--- config.mk ---
export PLATFORM = sky130hd
export DESIGN_NAME = gimbal_rate_servo_with_freshness_gate_core
export DESIGN_NICKNAME = d
export VERILOG_FILES = /design/src/sv/grs_pkg.sv /design/src/sv/grs_cfg.sv /design/src/sv/grs_ctrl.sv /design/src/sv/grs_dp.sv /design/src/sv/gimbal_rate_servo_with_freshness_gate_core.sv
export SDC_FILE = /design/constraint.sdc
export NUM_CORES = 2
export LEC_CHECK = 0
export ABC_CLOCK_PERIOD_IN_PS = 7200
export BUFFER_PORTS_ARGS = -buffer_cell sky130_fd_sc_hd__buf_2
export CELL_PAD_IN_SITES_DETAIL_PLACEMENT = 0
export CELL_PAD_IN_SITES_GLOBAL_PLACEMENT = 2
export CORE_UTILIZATION = 38
export DETAILED_ROUTE_END_ITERATION = 10
export PLACE_DENSITY = 0.88
export SKIP_CTS_REPAIR_TIMING = 1
export SYNTH_ARGS = -nofsm -noshare
export SYNTH_HDL_FRONTEND = slang
export SYNTH_SLANG_ARGS = --single-unit
export TNS_END_PERCENT = 1
--- constraint.sdc ---
create_clock -name i_clk -period 7.2 [get_ports i_clk]
set_input_delay 0 -clock i_clk [delete_from_list [all_inputs] [get_ports i_clk]]
set_output_delay 0 -clock i_clk [all_outputs]
set_load 0.01 [all_outputs]
--- src/sv/grs_pkg.sv ---
// Shared types and constants for the gimbal rate servo.
package grs_pkg;

    // item kinds on the input channel
    typedef enum logic [1:0] {
        KIND_ERROR  = 2'd0,
        KIND_STATE  = 2'd1,
        KIND_TICK   = 2'd2,
        KIND_UPDATE = 2'd3
    } t_kind;

    // reason codes on a result
    typedef enum logic [1:0] {
        RSN_TRACK    = 2'd0,
        RSN_DISABLED = 2'd1,
        RSN_STATE    = 2'd2,
        RSN_MEAS     = 2'd3
    } t_reason;

    // configuration register indexes
    typedef enum logic [2:0] {
        REG_TRACK_EN   = 3'd0,
        REG_REQ_READY  = 3'd1,
        REG_STATE_TO   = 3'd2,
        REG_ERROR_TO   = 3'd3,
        REG_YAW_GAIN   = 3'd4,
        REG_PITCH_GAIN = 3'd5,
        REG_MAX_YAW    = 3'd6,
        REG_MAX_PITCH  = 3'd7
    } t_reg_idx;

    // shared multiplier operation
    typedef enum logic [2:0] {
        MUL_NONE     = 3'd0,
        MUL_YAW_GAIN = 3'd1,
        MUL_YAW_FACT = 3'd2,
        MUL_PIT_GAIN = 3'd3,
        MUL_PIT_FACT = 3'd4
    } t_mul_op;

    typedef enum logic [2:0] {
        ST_IDLE     = 3'd0,
        ST_YAW_GAIN = 3'd1,
        ST_YAW_FACT = 3'd2,
        ST_PIT_GAIN = 3'd3,
        ST_PIT_FACT = 3'd4,
        ST_PIT_DONE = 3'd5,
        ST_OUT      = 3'd6
    } t_state;

    localparam int CFG_DW    = 16;
    localparam int LIMIT_W   = 15;
    localparam int RATE_W    = 16;
    localparam int FACT_W    = 22;
    localparam int SAT_BIT   = 27;   // gain product at or above 2^27 always clamps
    localparam int ROUND_BIT = 32;   // Q12*Q12*Q16 -> Q8.8 drops 32 bits

    // degree factors, Q16
    localparam logic [FACT_W-1:0] K_RAD        = 22'd3754936; // 180/pi
    localparam logic [FACT_W-1:0] K_YAW_NORM   = 22'd1966080; // 30
    localparam logic [FACT_W-1:0] K_PITCH_NORM = 22'd1474560; // 22.5

    localparam logic [15:0] MIN_TIMEOUT = 16'd20;

    typedef struct packed {
        logic               track_en;
        logic               req_ready;
        logic [15:0]        state_to;
        logic [15:0]        error_to;
        logic [15:0]        yaw_gain;
        logic [15:0]        pitch_gain;
        logic [LIMIT_W-1:0] max_yaw;
        logic [LIMIT_W-1:0] max_pitch;
    } t_cfg;

    typedef struct packed {
        logic    store_err;
        logic    store_state;
        logic    tick;
        logic    start_upd;
        t_mul_op mul_op;
        logic    fin_yaw;
        logic    fin_pitch;
        logic    load_out;
    } t_dp_cmd;

endpackage

--- src/sv/grs_cfg.sv ---
// Configuration register file for the gimbal rate servo.
module grs_cfg (
    input  logic                        i_clk,
    input  logic                        i_rst_n,
    input  logic                        i_cfg_valid,
    input  logic [2:0]                  i_cfg_index,
    input  logic [grs_pkg::CFG_DW-1:0]  i_cfg_data,
    output logic                        o_cfg_ready,
    output grs_pkg::t_cfg               o_cfg
);

    grs_pkg::t_cfg r_cfg;
    grs_pkg::t_cfg n_cfg;

    assign o_cfg_ready = 1'b1;
    assign o_cfg       = r_cfg;

    always_comb begin
        n_cfg = r_cfg;
        if (i_cfg_valid) begin
            case (grs_pkg::t_reg_idx'(i_cfg_index))
                grs_pkg::REG_TRACK_EN:   n_cfg.track_en   = i_cfg_data[0];
                grs_pkg::REG_REQ_READY:  n_cfg.req_ready  = i_cfg_data[0];
                grs_pkg::REG_STATE_TO:   n_cfg.state_to   = i_cfg_data;
                grs_pkg::REG_ERROR_TO:   n_cfg.error_to   = i_cfg_data;
                grs_pkg::REG_YAW_GAIN:   n_cfg.yaw_gain   = i_cfg_data;
                grs_pkg::REG_PITCH_GAIN: n_cfg.pitch_gain = i_cfg_data;
                grs_pkg::REG_MAX_YAW:    n_cfg.max_yaw    = i_cfg_data[grs_pkg::LIMIT_W-1:0];
                grs_pkg::REG_MAX_PITCH:  n_cfg.max_pitch  = i_cfg_data[grs_pkg::LIMIT_W-1:0];
                default:                 n_cfg = r_cfg;
            endcase
        end
    end

    always_ff @(posedge i_clk) begin
        if (!i_rst_n) begin
            r_cfg.track_en   <= 1'b0;
            r_cfg.req_ready  <= 1'b1;
            r_cfg.state_to   <= 16'd150;
            r_cfg.error_to   <= 16'd200;
            r_cfg.yaw_gain   <= 16'd4915;
            r_cfg.pitch_gain <= 16'd4915;
            r_cfg.max_yaw    <= 15'd7680;
            r_cfg.max_pitch  <= 15'd6400;
        end else begin
            r_cfg <= n_cfg;
        end
    end

endmodule

--- src/sv/grs_ctrl.sv ---
// Sequencing state machine and output valid flag for the gimbal rate servo.
module grs_ctrl (
    input  logic              i_clk,
    input  logic              i_rst_n,
    input  logic              i_in_valid,
    input  logic [1:0]        i_kind,
    input  logic              i_out_stall,
    output logic              o_in_stall,
    output logic              o_out_valid,
    output grs_pkg::t_dp_cmd  o_cmd
);

    grs_pkg::t_state r_state;
    grs_pkg::t_state n_state;
    logic            r_out_valid;
    logic            n_out_valid;
    logic            w_accept;
    logic            w_slot_free;

    assign o_in_stall  = (r_state != grs_pkg::ST_IDLE);
    assign o_out_valid = r_out_valid;
    assign w_accept    = i_in_valid && (r_state == grs_pkg::ST_IDLE);
    assign w_slot_free = !r_out_valid || !i_out_stall;

    always_comb begin
        n_state = r_state;
        n_out_valid = r_out_valid && i_out_stall;
        o_cmd = '0;
        o_cmd.mul_op = grs_pkg::MUL_NONE;
        case (r_state)
            grs_pkg::ST_IDLE: begin
                if (w_accept) begin
                    case (grs_pkg::t_kind'(i_kind))
                        grs_pkg::KIND_ERROR:  o_cmd.store_err   = 1'b1;
                        grs_pkg::KIND_STATE:  o_cmd.store_state = 1'b1;
                        grs_pkg::KIND_TICK:   o_cmd.tick        = 1'b1;
                        grs_pkg::KIND_UPDATE: begin
                            o_cmd.start_upd = 1'b1;
                            n_state = grs_pkg::ST_YAW_GAIN;
                        end
                        default: o_cmd.tick = 1'b0;
                    endcase
                end
            end
            grs_pkg::ST_YAW_GAIN: begin
                o_cmd.mul_op = grs_pkg::MUL_YAW_GAIN;
                n_state = grs_pkg::ST_YAW_FACT;
            end
            grs_pkg::ST_YAW_FACT: begin
                o_cmd.mul_op = grs_pkg::MUL_YAW_FACT;
                n_state = grs_pkg::ST_PIT_GAIN;
            end
            grs_pkg::ST_PIT_GAIN: begin
                o_cmd.mul_op  = grs_pkg::MUL_PIT_GAIN;
                o_cmd.fin_yaw = 1'b1;
                n_state = grs_pkg::ST_PIT_FACT;
            end
            grs_pkg::ST_PIT_FACT: begin
                o_cmd.mul_op = grs_pkg::MUL_PIT_FACT;
                n_state = grs_pkg::ST_PIT_DONE;
            end
            grs_pkg::ST_PIT_DONE: begin
                o_cmd.fin_pitch = 1'b1;
                n_state = grs_pkg::ST_OUT;
            end
            grs_pkg::ST_OUT: begin
                if (w_slot_free) begin
                    o_cmd.load_out = 1'b1;
                    n_out_valid = 1'b1;
                    n_state = grs_pkg::ST_IDLE;
                end
            end
            default: n_state = grs_pkg::ST_IDLE;
        endcase
    end

    always_ff @(posedge i_clk) begin
        if (!i_rst_n) begin
            r_state     <= grs_pkg::ST_IDLE;
            r_out_valid <= 1'b0;
        end else begin
            r_state     <= n_state;
            r_out_valid <= n_out_valid;
        end
    end

endmodule

--- src/sv/grs_dp.sv ---
// Sample store, age counters, gate logic and shared multiplier datapath.
module grs_dp #(
    parameter int AGE_BITS    = 16,
    parameter int SAMPLE_BITS = 16
) (
    input  logic                                i_clk,
    input  logic                                i_rst_n,
    input  grs_pkg::t_dp_cmd                    i_cmd,
    input  grs_pkg::t_cfg                       i_cfg,
    input  logic signed [SAMPLE_BITS-1:0]       i_yaw_value,
    input  logic signed [SAMPLE_BITS-1:0]       i_pitch_value,
    input  logic                                i_angular_units,
    input  logic [3:0]                          i_meas_flags,
    input  logic [3:0]                          i_state_flags,
    output logic                                o_rate_mode,
    output logic signed [grs_pkg::RATE_W-1:0]   o_yaw_rate,
    output logic signed [grs_pkg::RATE_W-1:0]   o_pitch_rate,
    output logic [1:0]                          o_reason
);

    localparam int MA = (SAMPLE_BITS > grs_pkg::SAT_BIT) ? SAMPLE_BITS : grs_pkg::SAT_BIT;
    localparam int FW = grs_pkg::FACT_W;
    localparam int PW = MA + FW;
    localparam int QW = PW - grs_pkg::ROUND_BIT + 1;
    localparam int CW = (AGE_BITS > 16) ? AGE_BITS : 16;
    localparam int LW = grs_pkg::LIMIT_W;
    localparam int RW = grs_pkg::RATE_W;

    // sample store
    logic                    r_have_err, r_have_state;
    logic [AGE_BITS-1:0]     r_err_age, r_state_age;
    logic [SAMPLE_BITS-1:0]  r_yaw, r_pitch;
    logic                    r_ang;
    logic [3:0]              r_mflags, r_sflags;

    // update work registers
    logic                    r_mode;
    grs_pkg::t_reason        r_reason;
    logic                    r_neg_y, r_neg_p;
    logic [SAMPLE_BITS-1:0]  r_mag_y, r_mag_p;
    logic [FW-1:0]           r_fact_y, r_fact_p;
    logic [PW-1:0]           r_prod;
    logic                    r_sat;
    logic [RW-1:0]           r_yaw_res, r_pitch_res;

    // output payload
    logic                    r_o_mode;
    logic [RW-1:0]           r_o_yaw, r_o_pitch;
    grs_pkg::t_reason        r_o_reason;

    logic [15:0]             w_eff_sto, w_eff_eto;
    logic                    w_state_ok, w_err_ok;
    logic [MA-1:0]           w_mul_a;
    logic [FW-1:0]           w_mul_b;
    logic [QW-1:0]           w_q;
    logic [LW-1:0]           w_lim;
    logic                    w_neg;
    logic [LW-1:0]           w_q_clamped;
    logic [RW-1:0]           w_res;

    assign o_rate_mode  = r_o_mode;
    assign o_yaw_rate   = r_o_yaw;
    assign o_pitch_rate = r_o_pitch;
    assign o_reason     = r_o_reason;

    // freshness and flag checks
    always_comb begin
        w_eff_sto = (i_cfg.state_to < grs_pkg::MIN_TIMEOUT) ? grs_pkg::MIN_TIMEOUT
                                                             : i_cfg.state_to;
        w_eff_eto = (i_cfg.error_to < grs_pkg::MIN_TIMEOUT) ? grs_pkg::MIN_TIMEOUT
                                                             : i_cfg.error_to;
        w_state_ok = r_have_state && (CW'(r_state_age) <= CW'(w_eff_sto)) &&
                     (r_sflags[1:0] == 2'b11) && (r_sflags[3:2] == 2'b00);
        w_err_ok = r_have_err && (CW'(r_err_age) <= CW'(w_eff_eto)) &&
                   (r_mflags[1:0] == 2'b11) && !r_mflags[2] &&
                   (!i_cfg.req_ready || r_mflags[3]);
    end

    // shared multiplier operand select
    always_comb begin
        case (i_cmd.mul_op)
            grs_pkg::MUL_YAW_GAIN: begin
                w_mul_a = MA'(r_mag_y);
                w_mul_b = FW'(i_cfg.yaw_gain);
            end
            grs_pkg::MUL_YAW_FACT: begin
                w_mul_a = MA'(r_prod[grs_pkg::SAT_BIT-1:0]);
                w_mul_b = r_fact_y;
            end
            grs_pkg::MUL_PIT_GAIN: begin
                w_mul_a = MA'(r_mag_p);
                w_mul_b = FW'(i_cfg.pitch_gain);
            end
            grs_pkg::MUL_PIT_FACT: begin
                w_mul_a = MA'(r_prod[grs_pkg::SAT_BIT-1:0]);
                w_mul_b = r_fact_p;
            end
            default: begin
                w_mul_a = '0;
                w_mul_b = '0;
            end
        endcase
    end

    // round to Q8.8, clamp, apply sign
    always_comb begin
        w_lim = i_cmd.fin_pitch ? i_cfg.max_pitch : i_cfg.max_yaw;
        w_neg = i_cmd.fin_pitch ? r_neg_p : r_neg_y;
        w_q = QW'(r_prod[PW-1:grs_pkg::ROUND_BIT]) + QW'(r_prod[grs_pkg::ROUND_BIT-1]);
        if (r_sat || (w_q > QW'(w_lim))) begin
            w_q_clamped = w_lim;
        end else begin
            w_q_clamped = w_q[LW-1:0];
        end
        w_res = w_neg ? (RW'(0) - RW'(w_q_clamped)) : RW'(w_q_clamped);
    end

    always_ff @(posedge i_clk) begin
        if (!i_rst_n) begin
            r_have_err   <= 1'b0;
            r_have_state <= 1'b0;
            r_err_age    <= '0;
            r_state_age  <= '0;
        end else begin
            if (i_cmd.store_err) begin
                r_have_err <= 1'b1;
                r_err_age  <= '0;
            end else if (i_cmd.tick && (r_err_age != '1)) begin
                r_err_age <= r_err_age + AGE_BITS'(1);
            end
            if (i_cmd.store_state) begin
                r_have_state <= 1'b1;
                r_state_age  <= '0;
            end else if (i_cmd.tick && (r_state_age != '1)) begin
                r_state_age <= r_state_age + AGE_BITS'(1);
            end
        end
    end

    always_ff @(posedge i_clk) begin
        if (i_cmd.store_err) begin
            r_yaw    <= i_yaw_value;
            r_pitch  <= i_pitch_value;
            r_ang    <= i_angular_units;
            r_mflags <= i_meas_flags;
        end
        if (i_cmd.store_state) begin
            r_sflags <= i_state_flags;
        end
        if (i_cmd.start_upd) begin
            r_mode   <= i_cfg.track_en && w_state_ok && w_err_ok;
            r_reason <= !i_cfg.track_en ? grs_pkg::RSN_DISABLED :
                        !w_state_ok     ? grs_pkg::RSN_STATE    :
                        !w_err_ok       ? grs_pkg::RSN_MEAS     : grs_pkg::RSN_TRACK;
            r_neg_y  <= r_yaw[SAMPLE_BITS-1];
            r_neg_p  <= r_pitch[SAMPLE_BITS-1];
            // most negative code maps to its own bit pattern, read unsigned
            r_mag_y  <= r_yaw[SAMPLE_BITS-1] ? (SAMPLE_BITS'(0) - r_yaw) : r_yaw;
            r_mag_p  <= r_pitch[SAMPLE_BITS-1] ? (SAMPLE_BITS'(0) - r_pitch) : r_pitch;
            r_fact_y <= r_ang ? grs_pkg::K_RAD : grs_pkg::K_YAW_NORM;
            r_fact_p <= r_ang ? grs_pkg::K_RAD : grs_pkg::K_PITCH_NORM;
        end
        if (i_cmd.mul_op != grs_pkg::MUL_NONE) begin
            r_prod <= PW'(w_mul_a) * PW'(w_mul_b);
        end
        if ((i_cmd.mul_op == grs_pkg::MUL_YAW_FACT) ||
            (i_cmd.mul_op == grs_pkg::MUL_PIT_FACT)) begin
            r_sat <= |r_prod[PW-1:grs_pkg::SAT_BIT];
        end
        if (i_cmd.fin_yaw) begin
            r_yaw_res <= w_res;
        end
        if (i_cmd.fin_pitch) begin
            r_pitch_res <= w_res;
        end
        if (i_cmd.load_out) begin
            r_o_mode   <= r_mode;
            r_o_yaw    <= r_mode ? r_yaw_res : '0;
            r_o_pitch  <= r_mode ? r_pitch_res : '0;
            r_o_reason <= r_reason;
        end
    end

endmodule

--- src/sv/gimbal_rate_servo_with_freshness_gate_core.sv ---
// Top level of the gimbal rate servo with sample freshness gate.
//
//  channel   direction  handshake                    payload
//  -------   ---------  ---------------------------  --------------------------------------
//  in        slave      i_in_valid / o_in_stall      i_kind, i_yaw_value, i_pitch_value,
//                                                    i_angular_units, i_meas_flags,
//                                                    i_state_flags
//  out       master     o_out_valid / i_out_stall    o_rate_mode, o_yaw_rate, o_pitch_rate,
//                                                    o_reason
//  cfg       slave      i_cfg_valid / o_cfg_ready    i_cfg_index, i_cfg_data
//
// Samples and ticks are taken at a rate of a transfer every cycle when idle.
// An update holds o_in_stall high through four products on the single shared
// multiplier (gain then degree factor, yaw then pitch), the final rounding, then
// the load into the output register, which waits while a prior result is stalled.
// Result valid is registered with that load, once the output slot is free.
// i_rst_n is synchronous, active low: control and configuration registers go to defaults, both samples absent.
// o_cfg_ready is always high; the user must write configuration only while the block is idle (not enforced).
module gimbal_rate_servo_with_freshness_gate_core #(
    parameter int AGE_BITS    = 16,
    parameter int SAMPLE_BITS = 16
) (
    input  logic                              i_clk,
    input  logic                              i_rst_n,
    // input channel
    input  logic                              i_in_valid,
    output logic                              o_in_stall,
    input  logic [1:0]                        i_kind,
    input  logic signed [SAMPLE_BITS-1:0]     i_yaw_value,
    input  logic signed [SAMPLE_BITS-1:0]     i_pitch_value,
    input  logic                              i_angular_units,
    input  logic [3:0]                        i_meas_flags,
    input  logic [3:0]                        i_state_flags,
    // result channel
    output logic                              o_out_valid,
    input  logic                              i_out_stall,
    output logic                              o_rate_mode,
    output logic signed [grs_pkg::RATE_W-1:0] o_yaw_rate,
    output logic signed [grs_pkg::RATE_W-1:0] o_pitch_rate,
    output logic [1:0]                        o_reason,
    // configuration write channel
    input  logic                              i_cfg_valid,
    output logic                              o_cfg_ready,
    input  logic [2:0]                        i_cfg_index,
    input  logic [grs_pkg::CFG_DW-1:0]        i_cfg_data
);

    grs_pkg::t_cfg    w_cfg;
    grs_pkg::t_dp_cmd w_cmd;

    // register file: gains, limits, timeouts, enables
    grs_cfg u_cfg (
        .i_clk       (i_clk),
        .i_rst_n     (i_rst_n),
        .i_cfg_valid (i_cfg_valid),
        .i_cfg_index (i_cfg_index),
        .i_cfg_data  (i_cfg_data),
        .o_cfg_ready (o_cfg_ready),
        .o_cfg       (w_cfg)
    );

    // sequencer: decodes item kind, steps the multiplier, owns output valid
    grs_ctrl u_ctrl (
        .i_clk       (i_clk),
        .i_rst_n     (i_rst_n),
        .i_in_valid  (i_in_valid),
        .i_kind      (i_kind),
        .i_out_stall (i_out_stall),
        .o_in_stall  (o_in_stall),
        .o_out_valid (o_out_valid),
        .o_cmd       (w_cmd)
    );

    // datapath: stored samples, age counters, gate, multiplier, output payload
    grs_dp #(
        .AGE_BITS    (AGE_BITS),
        .SAMPLE_BITS (SAMPLE_BITS)
    ) u_dp (
        .i_clk           (i_clk),
        .i_rst_n         (i_rst_n),
        .i_cmd           (w_cmd),
        .i_cfg           (w_cfg),
        .i_yaw_value     (i_yaw_value),
        .i_pitch_value   (i_pitch_value),
        .i_angular_units (i_angular_units),
        .i_meas_flags    (i_meas_flags),
        .i_state_flags   (i_state_flags),
        .o_rate_mode     (o_rate_mode),
        .o_yaw_rate      (o_yaw_rate),
        .o_pitch_rate    (o_pitch_rate),
        .o_reason        (o_reason)
    );

`ifndef SYNTH
    logic w_upd_xfer;
    assign w_upd_xfer = i_in_valid && !o_in_stall &&
                        (i_kind == grs_pkg::KIND_UPDATE);

    // an update transfer blocks the input until its result is loaded
    a_upd_blocks: assert property (@(posedge i_clk) disable iff (!i_rst_n)
        w_upd_xfer |=> o_in_stall)
        else $error("input not stalled after update transfer");

    // a fresh result appears exactly at the end of the multiplier sequence
    a_out_timing: assert property (@(posedge i_clk) disable iff (!i_rst_n)
        $rose(o_out_valid) |-> $past(w_upd_xfer, 7))
        else $error("result valid rose without matching update");

    // hold results carry zero rates and a non-tracking reason
    a_hold_zero: assert property (@(posedge i_clk) disable iff (!i_rst_n)
        (o_out_valid && !o_rate_mode) |->
            (o_yaw_rate == '0) && (o_pitch_rate == '0) &&
            (o_reason != grs_pkg::RSN_TRACK))
        else $error("hold result with nonzero rate or tracking reason");

    // rate results always report tracking
    a_rate_reason: assert property (@(posedge i_clk) disable iff (!i_rst_n)
        (o_out_valid && o_rate_mode) |-> (o_reason == grs_pkg::RSN_TRACK))
        else $error("rate result with hold reason");
`endif

endmodule

==> flow_summary.ini <==
[outcome]
outcome = complete, but fails checks
violations = negative setup slack

[die]
dieWidth_um = 300
die_h_um = 300
core_area_um2 = 87300
initial_core_util_pct = 38.6
rows = 108
die-area_um2 = 89800
num_io_pins = 105

[placement]
place.gp.congestion = 1.01
dp_hpwl_mm = 81.9
place_area_um2 = 38800
port_buffers = 103

[cells_and_area]
areaGrowthSynthToFinish_pct = 23.1
design_area_um2 = 41400
nets = 4885
drive_gt1_share_pct = 17.9

[logic_synthesis]
synthCells = 3539
post_synth_instance_area_um2 = 33700
synth_edf_count = 197
synth-xor-area-share_pct = 3.38
ys_types = 75
synth-compound-area-share_pct = 7.89
yosys.area_share.adder_pct = 37.7
syn_area_per_cell_um2 = 9.51
synth_mux_area_share_pct = 1.77
synth_top_family_by_area = adder cells
async_reset_ff_share_pct = 0
synth-simple-area-share_pct = 15.0
yosys_register_bits = 331
ys.flop_type = edfxtp_1
yosys_warnings = 0
ys_seq_area_share_pct = 25.5

[power_and_ir_drop]
leakage_nw = 19.3
powerDensity_nw_per_um2 = 216
power_mw = 8.95
ir_worst_vdd_uv = 206

[timing]
rsz0062_at_grt = true
clock_skew_ns = 0.0230
hold_violations = 0
setup_slack_ns = -0.371
tightest_slew_ns = 1.23
fin_crit_sh_pct = 105
min_period_ns = 7.57
fmax_mhz = 132
drv_slew = 0
relSlewSlack_pct = 17.7
finalSetupViolCount = 21

[setup_path]
timing.rr.start = u_ctrl.r_state[1]
crit_arrival_ns = 8.00
reg2reg_slack_ns = -0.37
r2r-end = u_dp.r_prod[47]
cp_slowest_cell = fa_1
crit_path_max_fanout = 6
path_depth = 28
worst_path_most_repeated_cell = fa_1
slowest_delay_ns = 0.54
cp-endpoint = u_dp.r_prod[47]
start_kind = register
path_buf_inv = 8
crit_type = register to register
timing.critical_path.from = u_ctrl.r_state[1]
end_kind = register
crit_required_ns = 7.63
cp_top_family = adder cells
rr_worst_depth = 28

[clocking]
ctsRootBufferMaster = clkbuf_16
cts-buffers-inserted = 38
clockBufferDepth = 3
clk_latency_ns = 0.57
cts.reportedPaths.clkPinSlew_ns = 0.07
clock-sinks = 331
cts_tree = built
htreeDepth = 2

[global_routing]
grt_pass1_vias = 26344
grt_first_pass_wirelength_mm = 154
grtUsageTotal_pct = 22.4
antenna_found_initial = 1
gr-total-overflow = 0
grt_max_degree = 73

[run]
drv_cap = 0

[drt]
drc_errors = 0
wl_mm = 99.7
drtIter0Drc = 1501
dr.pass1.iters = 7
viasPerCell = 4.92
antenna_left = 0
num_vias = 26015
wire_per_inst_um = 18.9

[hold_path]
holdCritPathClass = primary input to register
## worst min-delay path, cell delays in order
cell and delay [ns]:
buf_2 0.12, nand3_1 0.18, nor2_4 0.10
## metal layers
| layer | part of all wire, % | global-route usage, % |
|---|---|---|
| met5 | 0 | 0 |
| met2 | 47 | 37.1 |
| met4 | 2.4 | 5.09 |
| met1 | 44 | 31.0 |
| met3 | 5.8 | 3.05 |
## where the power goes
part | internal [mW] | switching, mW
registers | 2.22 | 0.103
clock network | 1.19 | 0.845
logic | 2.12 | 2.47
total | 5.53 | 3.42
## kinds of logic (layout without fill, tap and decap cells)
| kind of cell | after synthesis | count (layout) |
|---|---|---|
| fa+ha+maj | 716 | 716 |
| xor+xnor | 130 | 130 |
| buf+inv | 773 | 1289 |
| compound gates | 421 | 421 |
| flops | 331 | 331 |
| mux | 55 | 55 |
| simple gates | 1111 | 1111 |
| other cells | 2 | 79 |
## stage by stage
stage               setup WS, ns  utilization, %  TNS (ns)  cells  hold slack, ns
global route              -0.639            47.5    -11.76   5287          0.0177
CTS                        -1.46            46.0    -23.93   5199          -0.427
global placement           -1.36            44.4    -20.75   5130           0.178
finish                    -0.371            47.5     -4.54   5287          0.0154
floorplan                 -0.195               -    -0.446   3615          0.0989
detailed placement         -1.42            44.4    -22.68   5130           0.179
## final cells by class
class	count	area, um2
Sequential cell	331	8600
Inverter	625	2350
Tap cell	1155	1450
Fill cell	8347	45900
Antenna cell	1	2.50
Multi-Input combinational cell	2511	22900
Clock buffer	42	987
Timing Repair Buffer	595	4770
Clock inverter	27	332
## cells in the final DEF, fill, tap and decap left out, types with 26 or more instances in the layout
cell type,instances
a21oi_1,141
mux2i_1,26
ha_1,209
and3_1,42
o21ai_0,65
edfxtp_1,197
inv_1,618
and2_1,70
nand2_1,526
fa_1,489
conb_1,78
buf_4,389
nor3_1,49
nand4_1,28
nor2_1,185
mux2_2,26
dlygate4sd3_1,65
buf_12,27
a21o_1,38
buf_2,104
nand3_1,88
xnor2_1,79
clkbuf_16,39
xor2_1,48
dfxtp_1,131
## sequential cells by signal, indices dropped and copies added (netlist names), 3 cells and up
name	cells
u_dp.r_pitch	16
u_dp.r_yaw	16
u_dp.r_mag_y	16
u_dp.r_mflags	4
u_dp.o_pitch_rate	16
u_cfg.o_cfg	96
u_ctrl.r_state	3
u_dp.r_err_age	16
u_dp.r_sflags	4
u_dp.r_prod	49
u_dp.r_state_age	16
u_dp.r_yaw_res	16
u_dp.r_mag_p	16
u_dp.r_pitch_res	16
u_dp.o_yaw_rate	16
## how the worst min path moves through the flow
| stage | from | endpoint | slack (ns) | depth (start not counted) |
|---|---|---|---|---|
| final | i_kind[0] | u_dp.r_mode | 0.02 | 3 |
| after detailed placement | i_state_flags[1] | u_dp.r_sflags[1] | 0.18 | 1 |
| after CTS | i_pitch_value[0] | u_dp.r_pitch[0] | -0.43 | 1 |
| after floorplan | i_angular_units | u_dp.r_ang | 0.1 | 0 |
| after global placement | i_yaw_value[14] | u_dp.r_yaw[14] | 0.18 | 1 |
| after global routing | i_kind[0] | u_dp.r_mode | 0.02 | 3 |
## synth_stat cells (13+ instances only)
library cell	number	area (um2)
nor2b_1	20	125
or3_1	19	119
clkbuf_1	124	465
nor3_1	53	265
mux2i_1	27	270
and3_1	42	263
a31oi_1	14	87.6
xor2_1	50	438
ha_1	219	2740
buf_2	14	70.1
nor4_1	16	100
inv_1	619	2320
xnor2_1	80	701
a22o_1	30	263
and2_1	75	469
a22oi_1	13	97.6
nand2_1	532	2000
nor2_1	190	713
nand3_1	89	445
o31ai_1	16	120
mux2_2	27	304
o21ai_0	74	370
a21o_1	39	293
dfxtp_1	134	2680
o21a_1	14	105
nand4_1	28	175
edfxtp_1	197	5920
fa_1	497	9950
a21oi_1	154	771
Note: power is estimated with default switching activity, not from simulation.
